## config.mk

```make
export PLATFORM = sky130hd
export DESIGN_NAME = sorted_value_table
export DESIGN_NICKNAME = d
export VERILOG_FILES = /design/src/design/svt_pkg.sv /design/src/design/svt_ram.sv /design/src/design/svt_datapath.sv /design/src/design/svt_ctrl.sv /design/src/design/sorted_value_table.sv
export SDC_FILE = /design/constraint.sdc
export NUM_CORES = 2
export LEC_CHECK = 0
export BUFFER_PORTS_ARGS = -buffer_cell sky130_fd_sc_hd__buf_2
export CAP_MARGIN = 15
export CORE_UTILIZATION = 56
export CTS_CLUSTER_SIZE = 20
export DETAILED_ROUTE_END_ITERATION = 10
export PLACE_DENSITY = 0.84
export SYNTH_ARGS = -nofsm -noshare
export SYNTH_HDL_FRONTEND = slang
export SYNTH_SLANG_ARGS = --single-unit
```

## constraint.sdc

```tcl
create_clock -name clk -period 7.6 [get_ports clk]
set_clock_uncertainty 0.2 [all_clocks]
set_input_delay 0.76 -clock clk [delete_from_list [all_inputs] [get_ports clk]]
set_output_delay 0.76 -clock clk [all_outputs]
set_load 0.005 [all_outputs]
```

## src/design/svt_pkg.sv

```systemverilog
// ----------------------------------------------------------------------------
// svt_pkg
// Shared types and constants for the sorted value table: command and status
// codes, field widths, and the controller/datapath interface structs.
// ----------------------------------------------------------------------------
`default_nettype none

package svt_pkg;

	localparam int DATA_W    = 32;
	localparam int CMD_W     = 2;
	localparam int POS_W     = 6;
	localparam int STAT_W    = 2;
	localparam int CNT_OUT_W = 7;
	localparam int DEPTH_DEF = 64;

	// tdata widths, rounded up to whole bytes
	localparam int S_DATA_W = ((DATA_W + POS_W + 7) / 8) * 8;
	localparam int M_DATA_W = ((CNT_OUT_W + DATA_W + CNT_OUT_W + 7) / 8) * 8;

	typedef enum logic [CMD_W-1:0] {
		CMD_INSERT = 2'd0,
		CMD_DELETE = 2'd1,
		CMD_READ   = 2'd2,
		CMD_NOP    = 2'd3
	} cmd_t;

	typedef enum logic [STAT_W-1:0] {
		ST_OK       = 2'd0,
		ST_FULL     = 2'd1,
		ST_NOTFOUND = 2'd2,
		ST_RANGE    = 2'd3
	} stat_t;

	// controller -> datapath operations
	typedef struct packed {
		logic  load;        // capture the accepted input beat
		logic  srch_init;   // lo = 0, hi = count
		logic  srch_upper;  // search mode on init: first entry > key
		logic  srch_rd;     // read the midpoint
		logic  srch_upd;    // narrow lo/hi with the read data
		logic  low_done;    // keep lower bound as run start
		logic  zero_rd;     // read entry 0
		logic  take_zero;   // remove only entry 0
		logic  take_run;    // remove run [p, lo)
		logic  ins_init;    // prepare upward move from insert point
		logic  mv_rd;       // read one entry to move
		logic  mv_wr;       // write the moved entry
		logic  put;         // write the inserted value
		logic  fin_del;     // commit the removal count
		logic  pos_rd;      // read entry at the requested position
		logic  set_status;
		stat_t status;
		logic  result_load; // load the result beat into the output register
	} svt_op_t;

	// datapath -> controller status
	typedef struct packed {
		cmd_t cmd;
		logic full;
		logic empty;
		logic pos_ok;
		logic srch_end;
		logic srch_upper;
		logic zero_eq;
		logic run_empty;
		logic mv_done;
		logic out_free;
	} svt_flags_t;

endpackage

`default_nettype wire

```

## src/design/svt_ram.sv

```systemverilog
// ----------------------------------------------------------------------------
// svt_ram
// Generic RAM: one write port, one read port, registered read data that holds
// until the next read.
// ----------------------------------------------------------------------------
`default_nettype none

module svt_ram #(
	parameter int WIDTH = 32,
	parameter int DEPTH = 64
) (
	input  wire logic                     clk,
	input  wire logic                     we,
	input  wire logic [$clog2(DEPTH)-1:0] waddr,
	input  wire logic [WIDTH-1:0]         wdata,
	input  wire logic                     re,
	input  wire logic [$clog2(DEPTH)-1:0] raddr,
	output logic      [WIDTH-1:0]         rdata
);

	logic [WIDTH-1:0] mem_q [DEPTH];

	always_ff @(posedge clk) begin
		if (we) begin
			mem_q[waddr] <= wdata;
		end
		if (re) begin
			rdata <= mem_q[raddr];
		end
	end

endmodule

`default_nettype wire

```

## src/design/svt_datapath.sv

```systemverilog
// ----------------------------------------------------------------------------
// svt_datapath
// Entry memory, count, binary search bounds, move engine and the output
// register for the sorted value table.
// ----------------------------------------------------------------------------
`default_nettype none

module svt_datapath
	import svt_pkg::*;
#(
	parameter int DEPTH = DEPTH_DEF
) (
	input  wire logic                clk,
	input  wire logic                arst_n,
	input  wire svt_op_t             op,
	output svt_flags_t               flags,
	input  wire logic [S_DATA_W-1:0] s_tdata,
	input  wire logic [CMD_W-1:0]    s_tuser,
	output logic                     m_tvalid,
	input  wire logic                m_tready,
	output logic [M_DATA_W-1:0]      m_tdata,
	output logic [STAT_W-1:0]        m_tuser
);

	localparam int AW = $clog2(DEPTH);
	localparam int CW = $clog2(DEPTH + 1);

	// latched item
	cmd_t               cmd_q;
	logic [DATA_W-1:0]  val_q;
	logic [POS_W-1:0]   pos_q;
	stat_t              status_q;
	logic [CW-1:0]      removed_q;

	// table state and working indexes
	logic [CW-1:0]      count_q;
	logic [CW-1:0]      lo_q;
	logic [CW-1:0]      hi_q;
	logic [CW-1:0]      p_q;
	logic [CW-1:0]      r_q;
	logic [CW-1:0]      src_q;
	logic               upper_q;
	logic               dir_up_q;

	// output register
	logic               out_valid_q;
	stat_t              out_status_q;
	logic [CNT_OUT_W-1:0] out_count_q;
	logic [DATA_W-1:0]  out_rdval_q;
	logic [CNT_OUT_W-1:0] out_removed_q;

	// memory ports
	logic               ram_we;
	logic [AW-1:0]      ram_waddr;
	logic [DATA_W-1:0]  ram_wdata;
	logic               ram_re;
	logic [AW-1:0]      ram_raddr;
	logic [DATA_W-1:0]  ram_rdata;

	// derived values
	logic [CW:0]        mid_sum;
	logic [CW-1:0]      mid;
	logic [CW-1:0]      src_m1;
	logic [CW-1:0]      src_mr;
	logic [CW+POS_W-1:0] pos_ext;
	logic [CW+POS_W-1:0] cnt_ext;
	logic               cond;
	logic               out_free;
	logic [CW+CNT_OUT_W-1:0] cnt_wide;
	logic [CW+CNT_OUT_W-1:0] rem_wide;

	assign mid_sum = {1'b0, lo_q} + {1'b0, hi_q};
	assign mid     = mid_sum[CW:1];
	assign src_m1  = src_q - CW'(1);
	assign src_mr  = src_q - r_q;
	assign pos_ext = {{CW{1'b0}}, pos_q};
	assign cnt_ext = {{POS_W{1'b0}}, count_q};
	assign cnt_wide = {{CNT_OUT_W{1'b0}}, count_q};
	assign rem_wide = {{CNT_OUT_W{1'b0}}, removed_q};

	// search predicate: first entry > key (upper) or >= key (lower)
	assign cond = upper_q ? ($signed(ram_rdata) >  $signed(val_q))
	                      : ($signed(ram_rdata) >= $signed(val_q));

	assign out_free = !out_valid_q || m_tready;

	// read address select
	always_comb begin
		logic [CW-1:0] ra;
		ra = '0;
		if (op.srch_rd) begin
			ra = mid;
		end else if (op.mv_rd) begin
			ra = dir_up_q ? src_m1 : src_q;
		end else if (op.pos_rd) begin
			ra = pos_ext[CW-1:0];
		end
		ram_raddr = ra[AW-1:0];
	end
	assign ram_re = op.srch_rd || op.mv_rd || op.pos_rd || op.zero_rd;

	// write address and data select
	always_comb begin
		logic [CW-1:0] wa;
		wa = dir_up_q ? src_q : src_mr;
		if (op.put) begin
			wa = p_q;
		end
		ram_waddr = wa[AW-1:0];
		ram_wdata = op.put ? val_q : ram_rdata;
	end
	assign ram_we = op.mv_wr || op.put;

	svt_ram #(
		.WIDTH (DATA_W),
		.DEPTH (DEPTH)
	) u_ram (
		.clk   (clk),
		.we    (ram_we),
		.waddr (ram_waddr),
		.wdata (ram_wdata),
		.re    (ram_re),
		.raddr (ram_raddr),
		.rdata (ram_rdata)
	);

	// control state: count and output valid
	always_ff @(posedge clk or negedge arst_n) begin
		if (!arst_n) begin
			count_q     <= '0;
			out_valid_q <= 1'b0;
		end else begin
			if (op.put) begin
				count_q <= count_q + CW'(1);
			end else if (op.fin_del) begin
				count_q <= count_q - r_q;
			end
			if (op.result_load) begin
				out_valid_q <= 1'b1;
			end else if (m_tready) begin
				out_valid_q <= 1'b0;
			end
		end
	end

	// item, search and move registers
	always_ff @(posedge clk) begin
		if (op.load) begin
			val_q     <= s_tdata[DATA_W-1:0];
			pos_q     <= s_tdata[DATA_W+POS_W-1:DATA_W];
			cmd_q     <= cmd_t'(s_tuser);
			status_q  <= ST_OK;
			removed_q <= '0;
		end
		if (op.set_status) begin
			status_q <= op.status;
		end
		if (op.fin_del) begin
			removed_q <= r_q;
		end

		// binary search bounds
		if (op.srch_init) begin
			lo_q    <= '0;
			hi_q    <= count_q;
			upper_q <= op.srch_upper;
		end else if (op.srch_upd) begin
			if (cond) begin
				hi_q <= mid;
			end else begin
				lo_q <= mid + CW'(1);
			end
		end
		if (op.low_done) begin
			p_q <= lo_q;
		end

		// move engine setup and stepping
		if (op.take_zero) begin
			p_q      <= '0;
			r_q      <= CW'(1);
			src_q    <= CW'(1);
			dir_up_q <= 1'b0;
		end else if (op.take_run) begin
			r_q      <= lo_q - p_q;
			src_q    <= lo_q;
			dir_up_q <= 1'b0;
		end else if (op.ins_init) begin
			p_q      <= lo_q;
			src_q    <= count_q;
			dir_up_q <= 1'b1;
		end else if (op.mv_wr) begin
			src_q <= dir_up_q ? src_m1 : src_q + CW'(1);
		end
	end

	// result payload
	always_ff @(posedge clk) begin
		if (op.result_load) begin
			out_status_q  <= status_q;
			out_count_q   <= cnt_wide[CNT_OUT_W-1:0];
			out_rdval_q   <= (cmd_q == CMD_READ && status_q == ST_OK) ? ram_rdata : '0;
			out_removed_q <= rem_wide[CNT_OUT_W-1:0];
		end
	end

	assign m_tvalid = out_valid_q;
	assign m_tuser  = out_status_q;
	assign m_tdata  = {{(M_DATA_W - 2*CNT_OUT_W - DATA_W){1'b0}},
	                   out_removed_q, out_rdval_q, out_count_q};

	// flags to the controller
	always_comb begin
		flags.cmd        = cmd_q;
		flags.full       = (count_q == CW'(DEPTH));
		flags.empty      = (count_q == '0);
		flags.pos_ok     = (pos_ext < cnt_ext);
		flags.srch_end   = (lo_q == hi_q);
		flags.srch_upper = upper_q;
		flags.zero_eq    = (ram_rdata == val_q);
		flags.run_empty  = (lo_q == p_q);
		flags.mv_done    = dir_up_q ? (src_q == p_q) : (src_q == count_q);
		flags.out_free   = out_free;
	end

endmodule

`default_nettype wire

```

## src/design/svt_ctrl.sv

```systemverilog
// ----------------------------------------------------------------------------
// svt_ctrl
// Command sequencer for the sorted value table: dispatch, binary search,
// entry moves and result hand-off.
// ----------------------------------------------------------------------------
`default_nettype none

module svt_ctrl
	import svt_pkg::*;
(
	input  wire logic       clk,
	input  wire logic       arst_n,
	input  wire logic       s_tvalid,
	output logic            s_tready,
	input  wire svt_flags_t flags,
	output svt_op_t         op
);

	typedef enum logic [11:0] {
		S_IDLE     = 12'b000000000001,
		S_DISPATCH = 12'b000000000010,
		S_ZERO_RD  = 12'b000000000100,
		S_ZERO_CHK = 12'b000000001000,
		S_SRCH_RD  = 12'b000000010000,
		S_SRCH_CMP = 12'b000000100000,
		S_MOVE_RD  = 12'b000001000000,
		S_MOVE_WR  = 12'b000010000000,
		S_PUT      = 12'b000100000000,
		S_FIN_DEL  = 12'b001000000000,
		S_READ_RD  = 12'b010000000000,
		S_DONE     = 12'b100000000000
	} state_t;

	state_t state_q;
	state_t state_d;

	always_ff @(posedge clk or negedge arst_n) begin
		if (!arst_n) begin
			state_q <= S_IDLE;
		end else begin
			state_q <= state_d;
		end
	end

	// next state and datapath operations
	always_comb begin
		state_d  = state_q;
		op       = '0;
		op.status = ST_OK;
		s_tready = 1'b0;
		case (state_q)
			S_IDLE: begin
				s_tready = 1'b1;
				if (s_tvalid) begin
					op.load = 1'b1;
					state_d = S_DISPATCH;
				end
			end
			S_DISPATCH: begin
				case (flags.cmd)
					CMD_INSERT: begin
						if (flags.full) begin
							op.set_status = 1'b1;
							op.status     = ST_FULL;
							state_d       = S_DONE;
						end else begin
							op.srch_init  = 1'b1;
							op.srch_upper = 1'b1;
							state_d       = S_SRCH_RD;
						end
					end
					CMD_DELETE: begin
						if (flags.empty) begin
							op.set_status = 1'b1;
							op.status     = ST_NOTFOUND;
							state_d       = S_DONE;
						end else begin
							state_d = S_ZERO_RD;
						end
					end
					CMD_READ: begin
						if (flags.pos_ok) begin
							state_d = S_READ_RD;
						end else begin
							op.set_status = 1'b1;
							op.status     = ST_RANGE;
							state_d       = S_DONE;
						end
					end
					default: begin
						state_d = S_DONE;
					end
				endcase
			end
			S_ZERO_RD: begin
				op.zero_rd = 1'b1;
				state_d    = S_ZERO_CHK;
			end
			S_ZERO_CHK: begin
				// smallest entry equal to the key: drop just that one
				if (flags.zero_eq) begin
					op.take_zero = 1'b1;
					state_d      = S_MOVE_RD;
				end else begin
					op.srch_init  = 1'b1;
					op.srch_upper = 1'b0;
					state_d       = S_SRCH_RD;
				end
			end
			S_SRCH_RD: begin
				if (!flags.srch_end) begin
					op.srch_rd = 1'b1;
					state_d    = S_SRCH_CMP;
				end else if (flags.cmd == CMD_INSERT) begin
					op.ins_init = 1'b1;
					state_d     = S_MOVE_RD;
				end else if (!flags.srch_upper) begin
					// lower bound found, now find the end of the run
					op.low_done   = 1'b1;
					op.srch_init  = 1'b1;
					op.srch_upper = 1'b1;
					state_d       = S_SRCH_RD;
				end else if (flags.run_empty) begin
					op.set_status = 1'b1;
					op.status     = ST_NOTFOUND;
					state_d       = S_DONE;
				end else begin
					op.take_run = 1'b1;
					state_d     = S_MOVE_RD;
				end
			end
			S_SRCH_CMP: begin
				op.srch_upd = 1'b1;
				state_d     = S_SRCH_RD;
			end
			S_MOVE_RD: begin
				if (!flags.mv_done) begin
					op.mv_rd = 1'b1;
					state_d  = S_MOVE_WR;
				end else if (flags.cmd == CMD_INSERT) begin
					state_d = S_PUT;
				end else begin
					state_d = S_FIN_DEL;
				end
			end
			S_MOVE_WR: begin
				op.mv_wr = 1'b1;
				state_d  = S_MOVE_RD;
			end
			S_PUT: begin
				op.put  = 1'b1;
				state_d = S_DONE;
			end
			S_FIN_DEL: begin
				op.fin_del = 1'b1;
				state_d    = S_DONE;
			end
			S_READ_RD: begin
				op.pos_rd = 1'b1;
				state_d   = S_DONE;
			end
			S_DONE: begin
				// wait for room in the output register
				if (flags.out_free) begin
					op.result_load = 1'b1;
					state_d        = S_IDLE;
				end
			end
			default: begin
				state_d = S_IDLE;
			end
		endcase
	end

endmodule

`default_nettype wire

```

## src/design/sorted_value_table.sv

```systemverilog
// ----------------------------------------------------------------------------
// sorted_value_table
// Bounded table of signed values kept in ascending order (duplicates allowed)
// with insert, delete and indexed read commands; one result beat per command.
//
//   channel  dir  tdata (low bit up)                         tuser
//   s_*      in   value[31:0], position[37:32]              command[1:0]
//   m_*      out  entry_count[6:0], read_value[38:7],       status[1:0]
//                 removed_count[45:39]
//
// One command at a time. Entries live in a 1R1W RAM; each binary search step is
// a midpoint read and a compare (S_SRCH_RD, S_SRCH_CMP), with S <= clog2(count+1)
// steps, and each entry moved is a read and a write (S_MOVE_RD, S_MOVE_WR).
// Full insert, empty delete, bad index and unused code go straight to the result.
// A delete whose smallest entry matches removes only that entry; else it runs a
// lower-bound search and an end-of-run search and removes the matching run, if any.
// Reset empties the table; RAM contents are not cleared. A result beat waits
// in the output register while the next command is accepted; a command that
// finishes while that register is still full holds until the beat is taken.
// ----------------------------------------------------------------------------
`default_nettype none

module sorted_value_table
	import svt_pkg::*;
#(
	parameter int DEPTH = DEPTH_DEF
) (
	input  wire logic                clk,
	input  wire logic                arst_n,
	input  wire logic                s_tvalid,
	output logic                     s_tready,
	input  wire logic [S_DATA_W-1:0] s_tdata,  // value, position
	input  wire logic [CMD_W-1:0]    s_tuser,  // command
	output logic                     m_tvalid,
	input  wire logic                m_tready,
	output logic [M_DATA_W-1:0]      m_tdata,  // entry_count, read_value, removed_count
	output logic [STAT_W-1:0]        m_tuser   // status
);

	svt_op_t    op;
	svt_flags_t flags;

	svt_ctrl u_ctrl (
		.clk      (clk),
		.arst_n   (arst_n),
		.s_tvalid (s_tvalid),
		.s_tready (s_tready),
		.flags    (flags),
		.op       (op)
	);

	svt_datapath #(
		.DEPTH (DEPTH)
	) u_datapath (
		.clk      (clk),
		.arst_n   (arst_n),
		.op       (op),
		.flags    (flags),
		.s_tdata  (s_tdata),
		.s_tuser  (s_tuser),
		.m_tvalid (m_tvalid),
		.m_tready (m_tready),
		.m_tdata  (m_tdata),
		.m_tuser  (m_tuser)
	);

endmodule

`default_nettype wire
```

**Yosys cells after proc, flatten, opt, wreduce, memory -nomap -nowiden**

Memory sizes are Yosys's and may differ from the RTL's. A register that Yosys moved wholly into a read port is not among the register bits.
Cells that the tools add are included.

- Input port bits: 46
- Register bits after elaboration: 154
- Output and inout bits: 52
- RAM bits: 2,048
- Logic and storage cells: 162
- Memories kept: 1

Memory list:

| name | words | width | read ports | clocked after Yosys merged registers in | write ports | RTL line | source |
|---|---|---|---|---|---|---|---|
| u_datapath.u_ram.mem_q | 64 | 32 | 1 | 1 | 1 | svt_ram.sv:21 | `logic [WIDTH-1:0] mem_q [DEPTH];` |

- Bitwise logic cells: 1
- Order comparisons: 3
- Reduce and logical (&&, ||, !) cells: 22
- Multiplexer cells: 86
- Add/subtract/negate cells: 8
- Equal/unequal tests: 22

Operators by type and width:

| cell | number |
|---|---|
| 12-bit one-hot mux with 10 select lines | 1 |
| 12-bit two-way mux | 9 |
| 7-bit two-way mux | 15 |
| 6-bit two-way mux | 6 |
| 12-bit one-hot mux with 3 select lines | 1 |
| 32-bit == test | 1 |
| 32-bit greater-or-equal comparator | 1 |
| 32-bit greater-than comparator | 1 |
| 32-bit two-way mux | 1 |
| 1-bit two-way mux | 31 |
| 7-bit == test | 4 |
| 7-bit by 1-bit adder with 7-bit output (second input constant) | 3 |
| 3-bit two-way mux | 7 |
| 10-bit two-way mux | 2 |
| 2-bit two-way mux | 10 |
| 7-bit subtractor | 2 |
| 12-bit by 1-bit == test with 1-bit output (second input constant) | 1 |
| 12-bit by 10-bit == test with 1-bit output (second input constant) | 1 |
| 12-bit by 11-bit == test with 1-bit output (second input constant) | 1 |
| 12-bit == test (second input constant) | 1 |
| 12-bit by 2-bit == test with 1-bit output (second input constant) | 1 |
| 12-bit by 3-bit == test with 1-bit output (second input constant) | 1 |
| 12-bit by 4-bit == test with 1-bit output (second input constant) | 1 |
| 12-bit by 5-bit == test with 1-bit output (second input constant) | 1 |
| 27 further kinds | 39 |

**Logic depth before layout (Yosys ltp)**

- Depth after elaboration: 8
- Mapped depth: 17
- Gate-level depth less buffers: 15

**Cells and area by module**

A second synthesis with hierarchy kept.

- Cells, all modules: 4,184
- Area total of the unflattened synthesis: 87,931.8 um^2

Modules (own cells, without submodules):

| module | area each (um^2) | seq. area each (um^2) | times used | cells an instance |
|---|---|---|---|---|
| svt_ram | 78,835.6 | 62,459.9 | 1 | 3,324 |
| svt_datapath | 8,214.1 | 3,933.8 | 1 | 761 |
| svt_ctrl | 882.1 | 301.5 | 1 | 99 |

**Worst setup path after synthesis**

Ideal clock, no wire load.

- Path kind: flip-flop to flip-flop
- Start: reg u_ctrl.state_q[3]
- End: mem u_datapath.u_ram.mem_q[0][1] (data pin)
- Path slack: 1.975 ns
- Required time: 6.698 ns
- Path buffers: 2
- Stages on the path, launching flop included: 9
- Data arrival time: 4.723 ns
- Clock period less this slack: 5.625 ns
- Setup time: 0.702 ns
- Cells stage by stage: dfrtp_1 -> or4_1 -> nor2_1 -> nand2_1 -> nor3_1 -> nand3_1 -> clkbuf_1 -> clkbuf_1 -> o21ai_0

- Longest elaborated chain between the ends: 3

Ends and longest elaborated chain:

| element | RTL line | source |
|---|---|---|
| from (decl) | svt_ctrl.sv:34 | `state_t state_q;` |
| from (signal assigned) | svt_ctrl.sv:41 | `state_q <= state_d;` |
| 12-bit by 9-bit == test with 1-bit output | svt_ctrl.sv:51 | `case (state_q)` |
| 1-bit two-way mux | svt_ctrl.sv:51 |  |
| 32-bit two-way mux | svt_datapath.sv:110 | `ram_wdata = op.put ? val_q : ram_rdata;` |
| via u_datapath.ram_wdata[1] | svt_datapath.sv:55 | `logic [DATA_W-1:0] ram_wdata;` |
| to (decl) | svt_ram.sv:21 |  |

The timed path passes the listed nets, and every way through them passes these cells.

**Worst setup path after layout**

- Start: reg u_datapath.dir_up_q
- End: reg u_datapath.u_ram.rdata[23], read port of u_datapath.u_ram.mem_q (data pin)

- Longest elaborated chain between the ends: 6
- Elaborated cells between the ends (all ways): 9
- Those cells by class: mux: 6; reduce/logical: 3

Ends and longest elaborated chain:

| element | RTL line | source |
|---|---|---|
| from (decl) | svt_datapath.sv:43 | `logic dir_up_q;` |
| from (signal assigned) | svt_datapath.sv:183 | `dir_up_q <= 1'b0;` |
| from (signal assigned) | svt_datapath.sv:187 | `dir_up_q <= 1'b0;` |
| from (signal assigned) | svt_datapath.sv:191 | `dir_up_q <= 1'b1;` |
| 1-bit two-way mux | svt_datapath.sv:222 | `flags.mv_done = dir_up_q ? (src_q == p_q) : (src_q == count_q);` |
| 1-bit two-way mux | svt_ctrl.sv:137 | `if (!flags.mv_done) begin` |
| 1-bit two-way mux | svt_ctrl.sv:51 |  |
| 1-bit logical OR (3 in series) | svt_datapath.sv:100 | `assign ram_re = op.srch_rd \|\| op.mv_rd \|\| op.pos_rd \|\| op.zero_rd;` |
| to (decl) | svt_ram.sv:18 | `output logic [WIDTH-1:0] rdata` |

Several ways; a longest one is shown, not always the timed one.
A chain may end at the register's enable or synchronous reset.

==> flow_summary_export.csv <==
group,metric,value,unit
routing,wl_met3,38.6,mm
synthesis,ys_seq_area_frac,0.739,
placement,io_buffers,93,
floorplanning,io_pins,98,
setup_path,required,7.97,ns
synthesis,synth_compound_area_frac,0.0832,
setup_path,crit_slowest_cell,"dfxtp_1",
routing,route.detailed.drc,0,
clock_tree,cts_max_level,4,
setup_path,endpoint_kind,"register",
timing,finalMaxSlewViolations,0,
synthesis,synth_area_leaders,"edfxtp_1 73%, nand2_1 6.3%, and3_1 2.5%, a211oi_1 2.4%, a31oi_1 2.2%",
global_routing,grt_max_degree,195,
routing,drt_iter0_drc,10800,
synthesis,yosysMostFrequentCell,"edfxtp_1",
setup_path,arrival,6.82,ns
synthesis,yosys_most_used_dff,"edfxtp_1",
finish,nets,6860,
floorplanning,core-area,160000,µm²
global_routing,grt_usage,0.308,
routing,viasPerCell,6.69,
setup_path,worst_setup_path_start_kind,"register",
floorplanning,rows,147,
setup_path,worstSetupPathType,"register to register",
synthesis,synth_fa_ha_area_frac,0.0102,
routing,wl,255,mm
synthesis,synth_xor_area_frac,0.00427,
clock_tree,cts_sinks,2234,
placement,gp_congestion,0.963,
synthesis,synth_top_cell_area_share,0.727,
clock_tree,post_cts_buffers,0,
timing,worst_pin_slew,1.27,ns
clock_tree,clk_path_buf_depth,3,
synthesis,yosysTopAreaCell,"edfxtp_1",
power_and_ir_drop,p_total,25000,µW
timing,slew_headroom,0.146,
placement,dp_hpwl,141,mm
synthesis,ys_ff_latch,2234,
power_and_ir_drop,peakVddDrop,0.270,mV
synthesis,synthCells,6686,
power_and_ir_drop,p_leak,0.0344,µW
setup_path,cp_cell_sequence,"mux2i_1, xor2_1, or3b_4, o21ai_2, inv_2, a21boi_4, buf_12, nand2_1, nand3_1, a21oi_1, or4_1, nor4_1",
global_routing,grt_pass1_wl,369,mm
synthesis,syn-cell-area,90300,µm²
power_and_ir_drop,p_per_area,247,nW/µm²
routing,top_layer,"met5",
clock_tree,clk_latency,0.89,ns
timing,finalHoldViolCount,0,
synthesis,synth_mux_area_frac,0.0111,
global_routing,grt-ovfl-total,0,
floorplanning,die-area,163000,µm²
setup_path,critical_path.max_fanout,194,
global_routing,antenna_found_initial,9,
timing,fin_setup_tns,0,ns
timing,final-setup-viol-count,0,
outcome,outcome,"completed",
clock_tree,root_buffer,"clkbuf_16",
floorplanning,die_h,404,µm
synthesis,synth_common_cells,"2185 x edfxtp_1, 1513 x nand2_1, 361 x and3_1",
synthesis,synth_top_family_by_area,"simple AND/OR/NAND/NOR gates",
synthesis,yosysUniqueCellTypes,80,
synthesis,yosys_warnings,0,
routing,firstDrtPassIters,6,
setup_path,slowest_delay,0.95,ns
routing,wl_per_cell,28.1,µm
clock_tree,cts_made_buffers,205,
timing,maxClockFrequency,155,MHz
finish,utilization,0.629,
setup_path,reg2reg_depth,12,
timing,post-route-period-util,0.849,
timing,worst_slack,1.15,ns
routing,wl_met2,115,mm
synthesis,synthArstFlopShare,0.00895,
routing,wl_met1,84.5,mm
hold_path,hp-class,"input pin to asynchronous set/reset pin",
timing,rsz0062_at_grt,"false",
finish,drive_above_1_share,0.101,
clock_tree,clkTransAtPathRegs,0.07,ns
flow_run,max-cap-violations,0,
floorplanning,initial_utilization,0.563,
timing,period_needed,6.45,ns
routing,ant_nets,0,
synthesis,synth_edf_count,2185,
synthesis,syn_area_per_cell,13.5,µm²
floorplanning,die_width,404,µm
global_routing,grt_pass1_vias,58500,
clock_tree,cts_tree,"built",
finish,syn_to_final_growth,11.8,%
routing,dr_total_vias,60800,
placement,pre_cts_ws,1.60,ns
finish,n_fill_cell,10600,
synthesis,synthSimpleGateAreaFrac,0.128,
[kinds of logic (layout without fill, tap and decap cells)]
| logic type | count (synthesis) | in the layout |
|---|---|---|
| and+or+nand+nor | 2566 | 2566 |
| AOI/OAI and AO/OA | 1149 | 1149 |
| buffers and inverters | 522 | 756 |
| xor gates and xnor gates | 44 | 44 |
| adders and majority gates | 71 | 71 |
| muxes | 99 | 99 |
| other | 1 | 6 |
| DFF | 2234 | 2234 |
[flip-flops by register name, indices dropped and copies added (netlist names), 12 cells and up]
| name | cells |
|---|---|
| u_ctrl.state_q | 12 |
| u_datapath.out_rdval_q | 32 |
| u_datapath.u_ram.mem_q | 2048 |
| u_datapath.u_ram.rdata | 32 |
| u_datapath.val_q | 32 |
[final cells by class]
cell class              instances  area [µm²]  area share
diodes                          4        10.0   0.0000992
clock buffers                 246        5280      0.0524
inverters                      72         270     0.00268
flip-flops and latches       2234       66700       0.661
clock inverters               139        1250      0.0124
multi-input cells            3931       22400       0.222
well taps                    2160        2700      0.0268
repair buffers                299        2300      0.0228
[cells in the final DEF, fill, tap and decap left out, types with 34 or more instances in the layout]
master,n
o21ai_4,34
and3_1,361
buf_2,94
clkinv_1,52
nor2_1,83
nand3_1,321
nand2_1,1512
clkinv_2,47
edfxtp_1,2185
a31oi_1,311
o22ai_1,146
ha_1,67
dlygate4sd3_1,43
nor4_1,48
clkbuf_16,205
a211oi_1,283
and2_1,44
buf_4,146
mux2i_1,89
a21oi_1,219
inv_1,70
clkbuf_1,41
or4_1,34
nor2_4,65
[per-layer routing]
metal	global-route usage	up-vias
met5	0	-
met4	0.183	6
met3	0.0902	919
met2	0.473	5184
met1	0.391	29400
li1	-	25300
[final timing paths]
path,slack [ns],to,from
setup / recovery,1.15,u_datapath.u_ram.rdata[23],u_datapath.dir_up_q
hold / removal,0.20,u_ctrl.state_q[9],arst_n
setup reg to reg,1.15,u_datapath.u_ram.rdata[23],u_datapath.dir_up_q
hold reg to reg,0.22,u_datapath.out_removed_q[1],u_datapath.removed_q[1]
max in group asynchronous,6.64,u_ctrl.state_q[0],arst_n
min in group clk,0.22,u_datapath.out_removed_q[1],u_datapath.removed_q[1]
[worst max-delay path: cells and delay by family (launching register included)]
| kind | cells | cell delay [ns] |
|---|---|---|
| AND/OR/NAND/NOR | 5 | 2.19 |
| XOR/XNOR | 1 | 0.20 |
| AO/OA/AOI/OAI | 3 | 1.22 |
| multiplexers | 1 | 0.29 |
| flip-flops | 1 | 0.95 |
| buffers and inverters | 2 | 0.82 |
[report_power, final]
part / switching (µW) / internal, µW / total (µW)
Clock: 4560 / 5510 / 10100
Combinational: 876 / 382 / 1260
Sequential: 88.5 / 13600 / 13700
Total: 5520 / 19500 / 25000
[repair_timing]
| action | 4_1_cts | 5_1_grt |
|---|---|---|
| resized for setup | 0 | 0 |
| hold buffers | 43 | 0 |
| endpoints found under the hold margin | 63 | 0 |
[metrics by stage]
| stage | cells | hold WS, ns | area [µm²] |
|---|---|---|---|
| after global routing | 9083 | 0.209 | 101000 |
| after CTS | 9079 | 0.163 | 101000 |
| after floorplan | 6687 | 0.200 | 90300 |
| final | 9085 | 0.197 | 101000 |
| after global placement | 8651 | 0.204 | 93900 |
| after detailed placement | 8651 | 0.206 | 93900 |
(Power assumes the default switching activity.)
